--- config.mk ---
export PLATFORM = sky130hd
export DESIGN_NAME = chunked_file_receiver_crc16_flat
export DESIGN_NICKNAME = d
export VERILOG_FILES = /design/src/rtl/cfr_pkg.sv /design/src/rtl/cfr_channels.sv /design/src/rtl/chunked_file_receiver_crc16.sv /design/src/flat_wrapper.sv
export SDC_FILE = /design/constraint.sdc
export NUM_CORES = 1
export LEC_CHECK = 0
export BUFFER_PORTS_ARGS = -buffer_cell sky130_fd_sc_hd__buf_4
export CAP_MARGIN = 10
export CORE_MARGIN = 2
export CORE_UTILIZATION = 55
export CTS_CLUSTER_SIZE = 24
export DETAILED_ROUTE_END_ITERATION = 7
export PLACE_DENSITY = 0.79
export REMOVE_ABC_BUFFERS = 1
export SYNTH_ARGS = -nofsm -noshare
export SYNTH_HDL_FRONTEND = slang
export SYNTH_SLANG_ARGS = --single-unit
--- constraint.sdc ---
create_clock -name clk -period 14.85 [get_ports clk]
set_input_delay 2.2275 -clock clk [delete_from_list [all_inputs] [get_ports clk]]
set_output_delay 2.2275 -clock clk [all_outputs]
set_load 0.005 [all_outputs]
--- src/rtl/cfr_pkg.sv ---
`default_nettype none
package cfr_pkg;

  localparam int unsigned BYTE_W   = 8;
  localparam int unsigned LEN_W    = 32;
  localparam int unsigned CHUNK_W  = 16;
  localparam int unsigned CRC_W    = 16;
  localparam int unsigned KIND_W   = 2;
  localparam int unsigned STATUS_W = 3;
  localparam int unsigned SLOTS    = 3;

  localparam logic [CRC_W-1:0]   CRC_POLY        = 16'h1021;
  localparam logic [CHUNK_W-1:0] MAX_CHUNK_RESET = 16'd8192;

  // result kinds
  localparam logic [KIND_W-1:0] K_DATA   = 2'd0;
  localparam logic [KIND_W-1:0] K_REPLY  = 2'd1;
  localparam logic [KIND_W-1:0] K_SEEK   = 2'd2;
  localparam logic [KIND_W-1:0] K_STATUS = 2'd3;

  // transfer status codes
  localparam logic [STATUS_W-1:0] ST_RUNNING   = 3'd0;
  localparam logic [STATUS_W-1:0] ST_COMPLETED = 3'd1;
  localparam logic [STATUS_W-1:0] ST_ABORTED   = 3'd2;
  localparam logic [STATUS_W-1:0] ST_TOO_LONG  = 3'd3;
  localparam logic [STATUS_W-1:0] ST_BAD_CMD   = 3'd4;
  localparam logic [STATUS_W-1:0] ST_CRC_ERR   = 3'd5;

  // protocol characters
  localparam logic [BYTE_W-1:0] CH_CHUNK = 8'h63;  // 'c'
  localparam logic [BYTE_W-1:0] CH_SEEK  = 8'h73;  // 's'
  localparam logic [BYTE_W-1:0] CH_MINUS = 8'h2D;  // '-'
  localparam logic [BYTE_W-1:0] CH_PLUS  = 8'h2B;  // '+'
  localparam logic [BYTE_W-1:0] CH_DONE  = 8'h5E;  // '^'

  // configuration register indexes
  localparam logic REG_MAX_CHUNK = 1'b0;

  typedef enum logic [2:0] {
    PH_LEN  = 3'd0,
    PH_CMD  = 3'd1,
    PH_CLEN = 3'd2,
    PH_CCRC = 3'd3,
    PH_DATA = 3'd4,
    PH_SEEK = 3'd5
  } phase_t;

  typedef struct packed {
    logic [KIND_W-1:0]   kind;
    logic [BYTE_W-1:0]   data;
    logic [LEN_W-1:0]    seek;
    logic [STATUS_W-1:0] status;
  } result_t;

  function automatic result_t mk_result(input logic [KIND_W-1:0] kind,
                                        input logic [BYTE_W-1:0] data,
                                        input logic [LEN_W-1:0] seek,
                                        input logic [STATUS_W-1:0] status);
    result_t r;
    r.kind   = kind;
    r.data   = data;
    r.seek   = seek;
    r.status = status;
    return r;
  endfunction

  // crc-16, msb first, one byte
  function automatic logic [CRC_W-1:0] crc_step(input logic [CRC_W-1:0] crc_in,
                                                input logic [BYTE_W-1:0] b);
    logic [CRC_W-1:0] c;
    c = crc_in ^ {b, 8'h00};
    for (int i = 0; i < BYTE_W; i++) begin
      c = c[CRC_W-1] ? ({c[CRC_W-2:0], 1'b0} ^ CRC_POLY) : {c[CRC_W-2:0], 1'b0};
    end
    return c;
  endfunction

endpackage
`default_nettype wire

--- src/rtl/cfr_channels.sv ---
`default_nettype none
interface cfr_rx_if;
  import cfr_pkg::*;
  logic              valid;
  logic              ready;
  logic [BYTE_W-1:0] rx_byte;
  modport source (output valid, output rx_byte, input ready);
  modport sink (input valid, input rx_byte, output ready);
endinterface

interface cfr_res_if;
  import cfr_pkg::*;
  logic                valid;
  logic                ready;
  logic [KIND_W-1:0]   out_kind;
  logic [BYTE_W-1:0]   out_byte;
  logic [LEN_W-1:0]    seek_position;
  logic [STATUS_W-1:0] transfer_status;
  logic                last;
  modport source (output valid, output out_kind, output out_byte, output seek_position,
                  output transfer_status, output last, input ready);
  modport sink (input valid, input out_kind, input out_byte, input seek_position,
                input transfer_status, input last, output ready);
endinterface
`default_nettype wire

--- src/rtl/chunked_file_receiver_crc16.sv ---
`default_nettype none
// channel   dir  payload                                                  transaction
// rx        in   rx_byte                                                  one received byte
// result    out  out_kind, out_byte, seek_position, transfer_status, last one result
// apb       in   psel/penable/pwrite/paddr/pwdata -> prdata, pready        max_chunk_length
//
// a byte enters an input register, then combinational decode/crc logic turns it into
// a bundle of zero to three results in the result register
// a byte with several results holds the result register until its last result leaves,
// and the next byte waits in the input register
// rst is synchronous: phase returns to waiting for the file length, counters clear,
// max_chunk_length returns to 8192; no clearing pass
// result.ready low only stalls the result register; one more byte is still taken
module chunked_file_receiver_crc16 (
  input  wire                    clk,
  input  wire                    rst,
  cfr_rx_if.sink                 rx,
  cfr_res_if.source              result,
  input  wire                    psel,
  input  wire                    penable,
  input  wire                    pwrite,
  input  wire  [2:0]             paddr,
  input  wire  [31:0]            pwdata,
  output logic [31:0]            prdata,
  output logic                   pready
);
  import cfr_pkg::*;

  // configuration register
  logic [CHUNK_W-1:0] max_chunk_length;

  // input register
  logic              in_valid;
  logic [BYTE_W-1:0] in_byte;

  // protocol state
  phase_t             phase, phase_next;
  logic [1:0]         field_byte_count, field_byte_count_next;
  logic [LEN_W-1:0]   file_length, file_length_next;
  logic [LEN_W-1:0]   bytes_accepted, bytes_accepted_next;
  logic [CHUNK_W-1:0] chunk_length, chunk_length_next;
  logic [CHUNK_W-1:0] chunk_remaining, chunk_remaining_next;
  logic [CRC_W-1:0]   expected_crc, expected_crc_next;
  logic [CRC_W-1:0]   running_crc, running_crc_next;
  logic [LEN_W-1:0]   field_accumulator, field_accumulator_next;

  // result register: up to three pending results, head in slot 0
  result_t    res_q [SLOTS];
  logic [1:0] res_cnt;
  result_t    res_new [SLOTS];
  logic [1:0] new_cnt;

  logic res_fire;
  logic bundle_free;
  logic process;

  // per-byte datapath terms
  logic [LEN_W-1:0]   acc_shift;
  logic [1:0]         cnt_inc;
  logic [CRC_W-1:0]   crc_upd;
  logic [CHUNK_W-1:0] rem_dec;
  logic               fin;
  logic [CRC_W-1:0]   fin_crc;
  logic [CRC_W-1:0]   fin_exp;
  logic               crc_match;
  logic [LEN_W-1:0]   acc_sum;

  // ---------------------------------------------------------------- apb
  assign pready = 1'b1;

  always_comb begin
    prdata = '0;
    if (paddr[2] == REG_MAX_CHUNK) begin
      prdata = {16'd0, max_chunk_length};
    end
  end

  always_ff @(posedge clk) begin
    if (rst) begin
      max_chunk_length <= MAX_CHUNK_RESET;
    end else if (psel && penable && pwrite && pready && paddr[2] == REG_MAX_CHUNK) begin
      max_chunk_length <= pwdata[CHUNK_W-1:0];
    end
  end

  // ---------------------------------------------------------------- handshakes
  assign res_fire    = result.valid && result.ready;
  // the bundle can be replaced once its last result leaves this cycle
  assign bundle_free = (res_cnt == 2'd0) || (res_cnt == 2'd1 && res_fire);
  assign process     = in_valid && bundle_free;
  assign rx.ready    = !in_valid || process;

  always_ff @(posedge clk) begin
    if (rst) begin
      in_valid <= 1'b0;
    end else if (rx.ready) begin
      in_valid <= rx.valid;
    end
  end

  always_ff @(posedge clk) begin
    if (rx.valid && rx.ready) begin
      in_byte <= rx.rx_byte;
    end
  end

  // ---------------------------------------------------------------- decode
  always_comb begin
    phase_next             = phase;
    field_byte_count_next  = field_byte_count;
    file_length_next       = file_length;
    bytes_accepted_next    = bytes_accepted;
    chunk_length_next      = chunk_length;
    chunk_remaining_next   = chunk_remaining;
    expected_crc_next      = expected_crc;
    running_crc_next       = running_crc;
    field_accumulator_next = field_accumulator;

    for (int i = 0; i < SLOTS; i++) begin
      res_new[i] = '0;
    end
    new_cnt = 2'd0;

    acc_shift = {field_accumulator[LEN_W-BYTE_W-1:0], in_byte};
    cnt_inc   = field_byte_count + 2'd1;
    crc_upd   = crc_step(running_crc, in_byte);
    rem_dec   = chunk_remaining - 16'd1;
    fin       = 1'b0;
    fin_crc   = running_crc;
    fin_exp   = expected_crc;
    crc_match = 1'b0;
    acc_sum   = bytes_accepted;

    case (phase)
      PH_CMD: begin
        field_byte_count_next  = 2'd0;
        field_accumulator_next = '0;
        if (in_byte == CH_CHUNK) begin
          phase_next = PH_CLEN;
        end else if (in_byte == CH_SEEK) begin
          phase_next = PH_SEEK;
        end else if (in_byte == CH_MINUS) begin
          res_new[0] = mk_result(K_STATUS, '0, '0, ST_ABORTED);
          new_cnt    = 2'd1;
          phase_next = PH_LEN;
        end else begin
          res_new[0] = mk_result(K_STATUS, '0, '0, ST_BAD_CMD);
          new_cnt    = 2'd1;
          phase_next = PH_LEN;
        end
      end
      PH_CLEN: begin
        field_byte_count_next  = cnt_inc;
        field_accumulator_next = acc_shift;
        if (cnt_inc == 2'd2) begin
          field_byte_count_next  = 2'd0;
          field_accumulator_next = '0;
          chunk_length_next      = acc_shift[CHUNK_W-1:0];
          if (acc_shift[CHUNK_W-1:0] > max_chunk_length) begin
            res_new[0] = mk_result(K_REPLY, CH_MINUS, '0, ST_TOO_LONG);
            new_cnt    = 2'd1;
            phase_next = PH_LEN;
          end else begin
            phase_next = PH_CCRC;
          end
        end
      end
      PH_CCRC: begin
        field_byte_count_next  = cnt_inc;
        field_accumulator_next = acc_shift;
        if (cnt_inc == 2'd2) begin
          field_byte_count_next  = 2'd0;
          field_accumulator_next = '0;
          expected_crc_next      = acc_shift[CRC_W-1:0];
          running_crc_next       = '0;
          chunk_remaining_next   = chunk_length;
          if (chunk_length == '0) begin
            // empty chunk: crc of nothing is zero
            fin     = 1'b1;
            fin_crc = '0;
            fin_exp = acc_shift[CRC_W-1:0];
          end else begin
            phase_next = PH_DATA;
          end
        end
      end
      PH_DATA: begin
        res_new[0]           = mk_result(K_DATA, in_byte, '0, ST_RUNNING);
        new_cnt              = 2'd1;
        running_crc_next     = crc_upd;
        chunk_remaining_next = rem_dec;
        if (rem_dec == '0) begin
          fin     = 1'b1;
          fin_crc = crc_upd;
          fin_exp = expected_crc;
        end
      end
      PH_SEEK: begin
        field_byte_count_next  = cnt_inc;
        field_accumulator_next = acc_shift;
        if (cnt_inc == 2'd0) begin
          res_new[0]             = mk_result(K_SEEK, '0, acc_shift, ST_RUNNING);
          res_new[1]             = mk_result(K_REPLY, CH_PLUS, '0, ST_RUNNING);
          new_cnt                = 2'd2;
          field_byte_count_next  = 2'd0;
          field_accumulator_next = '0;
          phase_next             = PH_CMD;
        end
      end
      default: begin
        // waiting for the 4-byte file length
        phase_next             = PH_LEN;
        field_byte_count_next  = cnt_inc;
        field_accumulator_next = acc_shift;
        if (cnt_inc == 2'd0) begin
          field_byte_count_next  = 2'd0;
          field_accumulator_next = '0;
          file_length_next       = acc_shift;
          bytes_accepted_next    = '0;
          if (acc_shift == '0) begin
            res_new[0] = mk_result(K_REPLY, CH_DONE, '0, ST_COMPLETED);
            new_cnt    = 2'd1;
          end else begin
            phase_next = PH_CMD;
          end
        end
      end
    endcase

    // end of chunk: reply, count on a match, then completion check
    if (fin) begin
      crc_match = (fin_crc == fin_exp);
      if (crc_match) begin
        res_new[new_cnt] = mk_result(K_REPLY, CH_PLUS, '0, ST_RUNNING);
        acc_sum          = bytes_accepted + {16'd0, chunk_length};
      end else begin
        res_new[new_cnt] = mk_result(K_REPLY, CH_MINUS, '0, ST_CRC_ERR);
      end
      new_cnt             = new_cnt + 2'd1;
      bytes_accepted_next = acc_sum;
      if (acc_sum >= file_length) begin
        res_new[new_cnt]       = mk_result(K_REPLY, CH_DONE, '0, ST_COMPLETED);
        new_cnt                = new_cnt + 2'd1;
        phase_next             = PH_LEN;
        field_byte_count_next  = 2'd0;
        field_accumulator_next = '0;
      end else begin
        phase_next = PH_CMD;
      end
    end
  end

  // ---------------------------------------------------------------- state register
  always_ff @(posedge clk) begin
    if (rst) begin
      phase             <= PH_LEN;
      field_byte_count  <= '0;
      file_length       <= '0;
      bytes_accepted    <= '0;
      chunk_length      <= '0;
      chunk_remaining   <= '0;
      expected_crc      <= '0;
      running_crc       <= '0;
      field_accumulator <= '0;
    end else if (process) begin
      phase             <= phase_next;
      field_byte_count  <= field_byte_count_next;
      file_length       <= file_length_next;
      bytes_accepted    <= bytes_accepted_next;
      chunk_length      <= chunk_length_next;
      chunk_remaining   <= chunk_remaining_next;
      expected_crc      <= expected_crc_next;
      running_crc       <= running_crc_next;
      field_accumulator <= field_accumulator_next;
    end
  end

  // ---------------------------------------------------------------- result register
  always_ff @(posedge clk) begin
    if (rst) begin
      res_cnt <= 2'd0;
    end else if (process) begin
      res_cnt <= new_cnt;
    end else if (res_fire) begin
      res_cnt <= res_cnt - 2'd1;
    end
  end

  always_ff @(posedge clk) begin
    if (process) begin
      res_q <= res_new;
    end else if (res_fire) begin
      // pop the head
      res_q[0] <= res_q[1];
      res_q[1] <= res_q[2];
    end
  end

  assign result.valid           = (res_cnt != 2'd0);
  assign result.out_kind        = res_q[0].kind;
  assign result.out_byte        = res_q[0].data;
  assign result.seek_position   = res_q[0].seek;
  assign result.transfer_status = res_q[0].status;
  assign result.last            = (res_cnt == 2'd1);

  // ---------------------------------------------------------------- assertions
  // a new bundle never overwrites results that are still pending
  a_no_overwrite: assert property (@(posedge clk) disable iff (rst)
    process |-> (res_cnt == 2'd0 || (res_cnt == 2'd1 && res_fire)))
    else $error("result bundle overwritten while pending");

  // a held byte in the input register is not dropped
  a_input_held: assert property (@(posedge clk) disable iff (rst)
    (in_valid && !process) |=> in_valid)
    else $error("input byte lost while stalled");

  // a seek request is always followed by its '+' reply in the same bundle
  a_seek_reply: assert property (@(posedge clk) disable iff (rst)
    (result.valid && res_q[0].kind == K_SEEK) |->
      (res_cnt == 2'd2 && res_q[1].kind == K_REPLY && res_q[1].data == CH_PLUS))
    else $error("seek request without reply");

  // popping a two-result bundle leaves one result
  a_pop_count: assert property (@(posedge clk) disable iff (rst)
    (res_fire && !process && res_cnt == 2'd2) |=> res_cnt == 2'd1)
    else $error("result count wrong after pop");

endmodule
`default_nettype wire

--- src/flat_wrapper.sv ---
// flat-port wrapper written by rule: the top's interface ports become plain ports
module chunked_file_receiver_crc16_flat import cfr_pkg::*;
  (clk, rst, psel, penable, pwrite, paddr, pwdata, prdata, pready, rx_valid, rx_rx_byte, rx_ready, result_valid, result_out_kind, result_out_byte, result_seek_position, result_transfer_status, result_last, result_ready);
  cfr_rx_if rx_i ();
  cfr_res_if result_i ();
  input  wire clk;
  input  wire rst;
  input  wire psel;
  input  wire penable;
  input  wire pwrite;
  input  wire  [2:0] paddr;
  input  wire  [31:0] pwdata;
  output logic [31:0] prdata;
  output logic pready;
  input wire logic [$bits(rx_i.valid)-1:0] rx_valid;
  input wire logic [$bits(rx_i.rx_byte)-1:0] rx_rx_byte;
  output wire logic [$bits(rx_i.ready)-1:0] rx_ready;
  output wire logic [$bits(result_i.valid)-1:0] result_valid;
  output wire logic [$bits(result_i.out_kind)-1:0] result_out_kind;
  output wire logic [$bits(result_i.out_byte)-1:0] result_out_byte;
  output wire logic [$bits(result_i.seek_position)-1:0] result_seek_position;
  output wire logic [$bits(result_i.transfer_status)-1:0] result_transfer_status;
  output wire logic [$bits(result_i.last)-1:0] result_last;
  input wire logic [$bits(result_i.ready)-1:0] result_ready;
  assign rx_i.valid = rx_valid;
  assign rx_i.rx_byte = rx_rx_byte;
  assign rx_ready = rx_i.ready;
  assign result_valid = result_i.valid;
  assign result_out_kind = result_i.out_kind;
  assign result_out_byte = result_i.out_byte;
  assign result_seek_position = result_i.seek_position;
  assign result_transfer_status = result_i.transfer_status;
  assign result_last = result_i.last;
  assign result_i.ready = result_ready;
  chunked_file_receiver_crc16 u_core (.clk(clk), .rst(rst), .rx(rx_i), .result(result_i), .psel(psel), .penable(penable), .pwrite(pwrite), .paddr(paddr), .pwdata(pwdata), .prdata(prdata), .pready(pready));
endmodule
==> impl_results.md <==
* Outcome: finished, final reports clean
* Final Critical Period at 8330 ps
* Syn. warnings at 0
* WS Path Type: reg2reg
* Comb power frac at 12.5%
* Clock latency reported for the late side of the worst-skew pair at 550 ps
* DR WL/cell at 19.2 µm
* Final HPWL DP at 26800 µm
* Gr ovfl total at 0
* I/O Buffers at 95
* Layout cells sized above 1 at 10.6%
* Worst Skew at 24.7 ps
* Post-Synthesis Cells at 1721
* Max-capacitance violation count at 0
* Power Density at 101 nW/µm²
* Worst setup EP type: register
* Placer Congestion at 0.977
* Die area at 27100 µm²
* Setup WS post-layout at 6520 ps
* Largest net degree at the start of global routing at 84
* Post-cts resize count at 0
* Root Driver: clkbuf_16
* Peak supply drop at 0.124 mV
* Worst rel slew slack at 19.0%
* DRC Markers at 0
* DRT Pass-1 Iters at 5
* Setup_tns at 0 ps
* Synthesis-to-layout area growth at 9.56%
* Number of global-route vias before repair at 11.9k
* Largest family of logic cells by synthesized area: simple AND/OR/NAND/NOR gates
* EDFF count, synth at 65
* Tcrit/Tclk final at 56.1%
* TritonCTS Buffers at 26
* Reg power frac at 47.2%
* Worst-margin pin slew at 1210 ps
* Post-synthesis simple-gate area fraction at 21.0%
* DR vias/cell at 6.16
* Max Slew Vio Count at 0
* Critical Path Source Type: register
* Register area at 5480 µm²
* Setup repair bufs after CTS at 0
* Internal power at 1.16 mW
* Top post-synthesis cells by area: dfxtp_1, edfxtp_1, nand2_1
* Die Width at 165 µm
* Syn_area_per_cell at 8.26 µm²
* Most frequent cells after synthesis: nand2_1, dfxtp_1, a21oi_1
* Dpl ws at 6790 ps
* Hold crit path type: reg2reg
* Global-route wire length before repair at 62000 µm
* CTS Buffer Depth at 3
* Cell Rows at 58
* Mapped Area at 14200 µm²
* Area occupied by multi-input gates at 7590 µm²
* Core box area at 25300 µm²
* Total routed wirelength at 39800 µm
* Synth Area in Compound Gates at 19.7%
* Hold Slack at 455 ps
* Clock power frac at 40.3%
* Initial antenna violation count at 0
* Clock Pin Slew Worst Setup and Hold Paths at 70 ps
* Number of hold buffers added after cts at 0
* RSZ-0062 raised after global routing: false
* RR Startpoint: u_core.chunk_remaining[0]
* H-tree lvl count at 1
* Clock Sinks at 241
* Final Setup Violations at 0
* XOR/XNOR Fraction of Synth Area at 3.77%
* Fraction of registers with async set or reset after synthesis at 0%
* Top cell type's share of synthesized area at 24.8%
* Worst EP arrival at 8820 ps
* P_leak at 6.29 nW
* I/O pin count at 131
* Hold path cells at 2
* CP startpoint: u_core.chunk_remaining[0]
* R2R Setup Slk at 6520 ps
* Synth cell types at 82
* Fill cells at 2138
* Min-delay src: u_core.expected_crc[0]
* Max Freq at 0.120 GHz
* CP Max Fanout at 69
* R2r worst-path depth at 26
* Die height at 165 µm
* Sequential fraction of the synthesis area at 38.5%
* Psw at 411 µW
* Initial core utilization at 56.3%
* Final Net Count at 1847
* Most used DFF post-synth: dfxtp_1
* Critical Path RT at 15340 ps
* Final Hold Fails at 0
* DRT antenna net count at 0
* Dominant cell by count in the synthesized netlist: nand2_1
* Post-route cell area at 15600 µm²
* Gr usage total at 28.7%
* Dominant cell type by area after synthesis: dfxtp_1
* Synth Register Bits at 241
* CTS tree: done
* Via count at 12.7k
* DP Area at 14700 µm²
* Net Sw Frac at 26.1%
* Mux share of post-synthesis cell area at 1.53%
* First DRT Iteration DRCs at 1216
* Post-Synth Adder-Cell Area at 6.83%
==> sequential cells by signal, indices dropped and copies added, names as in the netlist <==
register	flops
u_core.phase	3
u_core.expected_crc	16
u_core.max_chunk_length	16
u_core.bytes_accepted	32
u_core.file_length	32
u_core.result.seek_position	32
u_core.running_crc	16
u_core.in_valid	1
u_core.result.transfer_status	3
u_core.chunk_length	16
u_core.in_byte	8
u_core.result.out_byte	8
u_core.field_byte_count	2
u_core.field_accumulator	24
u_core.res_q	12
u_core.res_cnt	2
u_core.chunk_remaining	16
u_core.result.out_kind	2
==> critical path: stages, from the launching register on <==
cell and delay [ps]:
dfxtp_1 380, inv_1 90, ha_1 270, nor3b_1 530
o21ai_1 150, a211oi_1 850, nor4_2 130, buf_4 250
a21oi_1 190, o22ai_1 130, or4b_1 570, nor4_4 360
buf_4 650, nand3_1 180, xnor2_1 220, ha_1 280
a21o_1 180, a21o_1 160, a21oi_1 120, o21ai_0 90
a21o_1 190, a221o_1 420, o21ai_1 560, a21o_1 290
nor2b_1 520, buf_4 300, a22o_1 170
==> worst paths after layout <==
kind,end
worst max register to register,u_core.field_accumulator[7]
worst max-delay path,u_core.field_accumulator[7]
worst min register to register,u_core.expected_crc[0]
worst min-delay path,u_core.expected_crc[0]
==> metal layers <==
| metal | GRT usage, % | vias to the layer above | routed length (µm) |
|---|---|---|---|
| li1 | - | 6044 | - |
| met1 | 38.5 | 5962 | 16400 |
| met2 | 46.3 | 621 | 18100 |
| met3 | 5.07 | 122 | 3740 |
| met4 | 11.3 | 0 | 1570 |
| met5 | 0 | - | 0 |
==> layout by cell type (no fill, tap or decap), types with 15 or more instances in the layout <==
cell type  netlist  layout
nand2_1        259     259
dfxtp_1        176     176
a21oi_1        168     168
nor2_1         136     135
buf_4           67     122
inv_1           87      86
ha_1            76      76
edfxtp_1        65      65
o21ai_0         54      53
and3_1          47      47
nand3_1         44      44
xnor2_1         36      36
a22o_1          36      36
nor3_1          35      33
nand4_1         33      33
clkbuf_16        0      26
a21o_1          22      22
nor4_1          20      20
xor2_1          20      20
a22oi_1         19      19
o211ai_1        18      18
conb_1           2      17
a211oi_1        15      15
==> power by group through the flow <==
stage	Combinational, mW	Clock (mW)	Sequential, mW
floorplan	0.0938	0	0.752
global placement	0.188	0	0.755
detailed placement	0.192	0	0.755
CTS	0.194	0.638	0.742
global route	0.212	0.668	0.744
finish	0.197	0.633	0.742
==> final cells by class <==
| type | instances | share of cell area (%) |
|---|---|---|
| Antenna cell | 1 | 0.0161 |
| Clock buffer | 40 | 4.85 |
| Inverter | 88 | 2.12 |
| Timing Repair Buffer | 123 | 5.95 |
| Multi-Input combinational cell | 1240 | 48.8 |
| Sequential cell | 241 | 35.2 |
| Clock inverter | 7 | 0.490 |
| Tap cell | 330 | 2.65 |
==> logic make-up (layout without fill, tap and decap cells) <==
logic type	after synthesis	count (layout)
AOI/OAI and AO/OA	432	432
xor gates and xnor gates	58	58
adders and majority gates	77	77
buffers and inverters	255	258
DFF	241	241
muxes	20	20
other	2	18
and+or+nand+nor	636	636
==> through the flow <==
stage	util [%]	cells	power [mW]
floorplan	-	1569	0.846
global placement	58.3	2020	0.943
detailed placement	58.3	2020	0.947
CTS	61.6	2067	1.57
global route	61.6	2069	1.62
finish	61.7	2070	1.57
(Power assumes the default switching activity.)
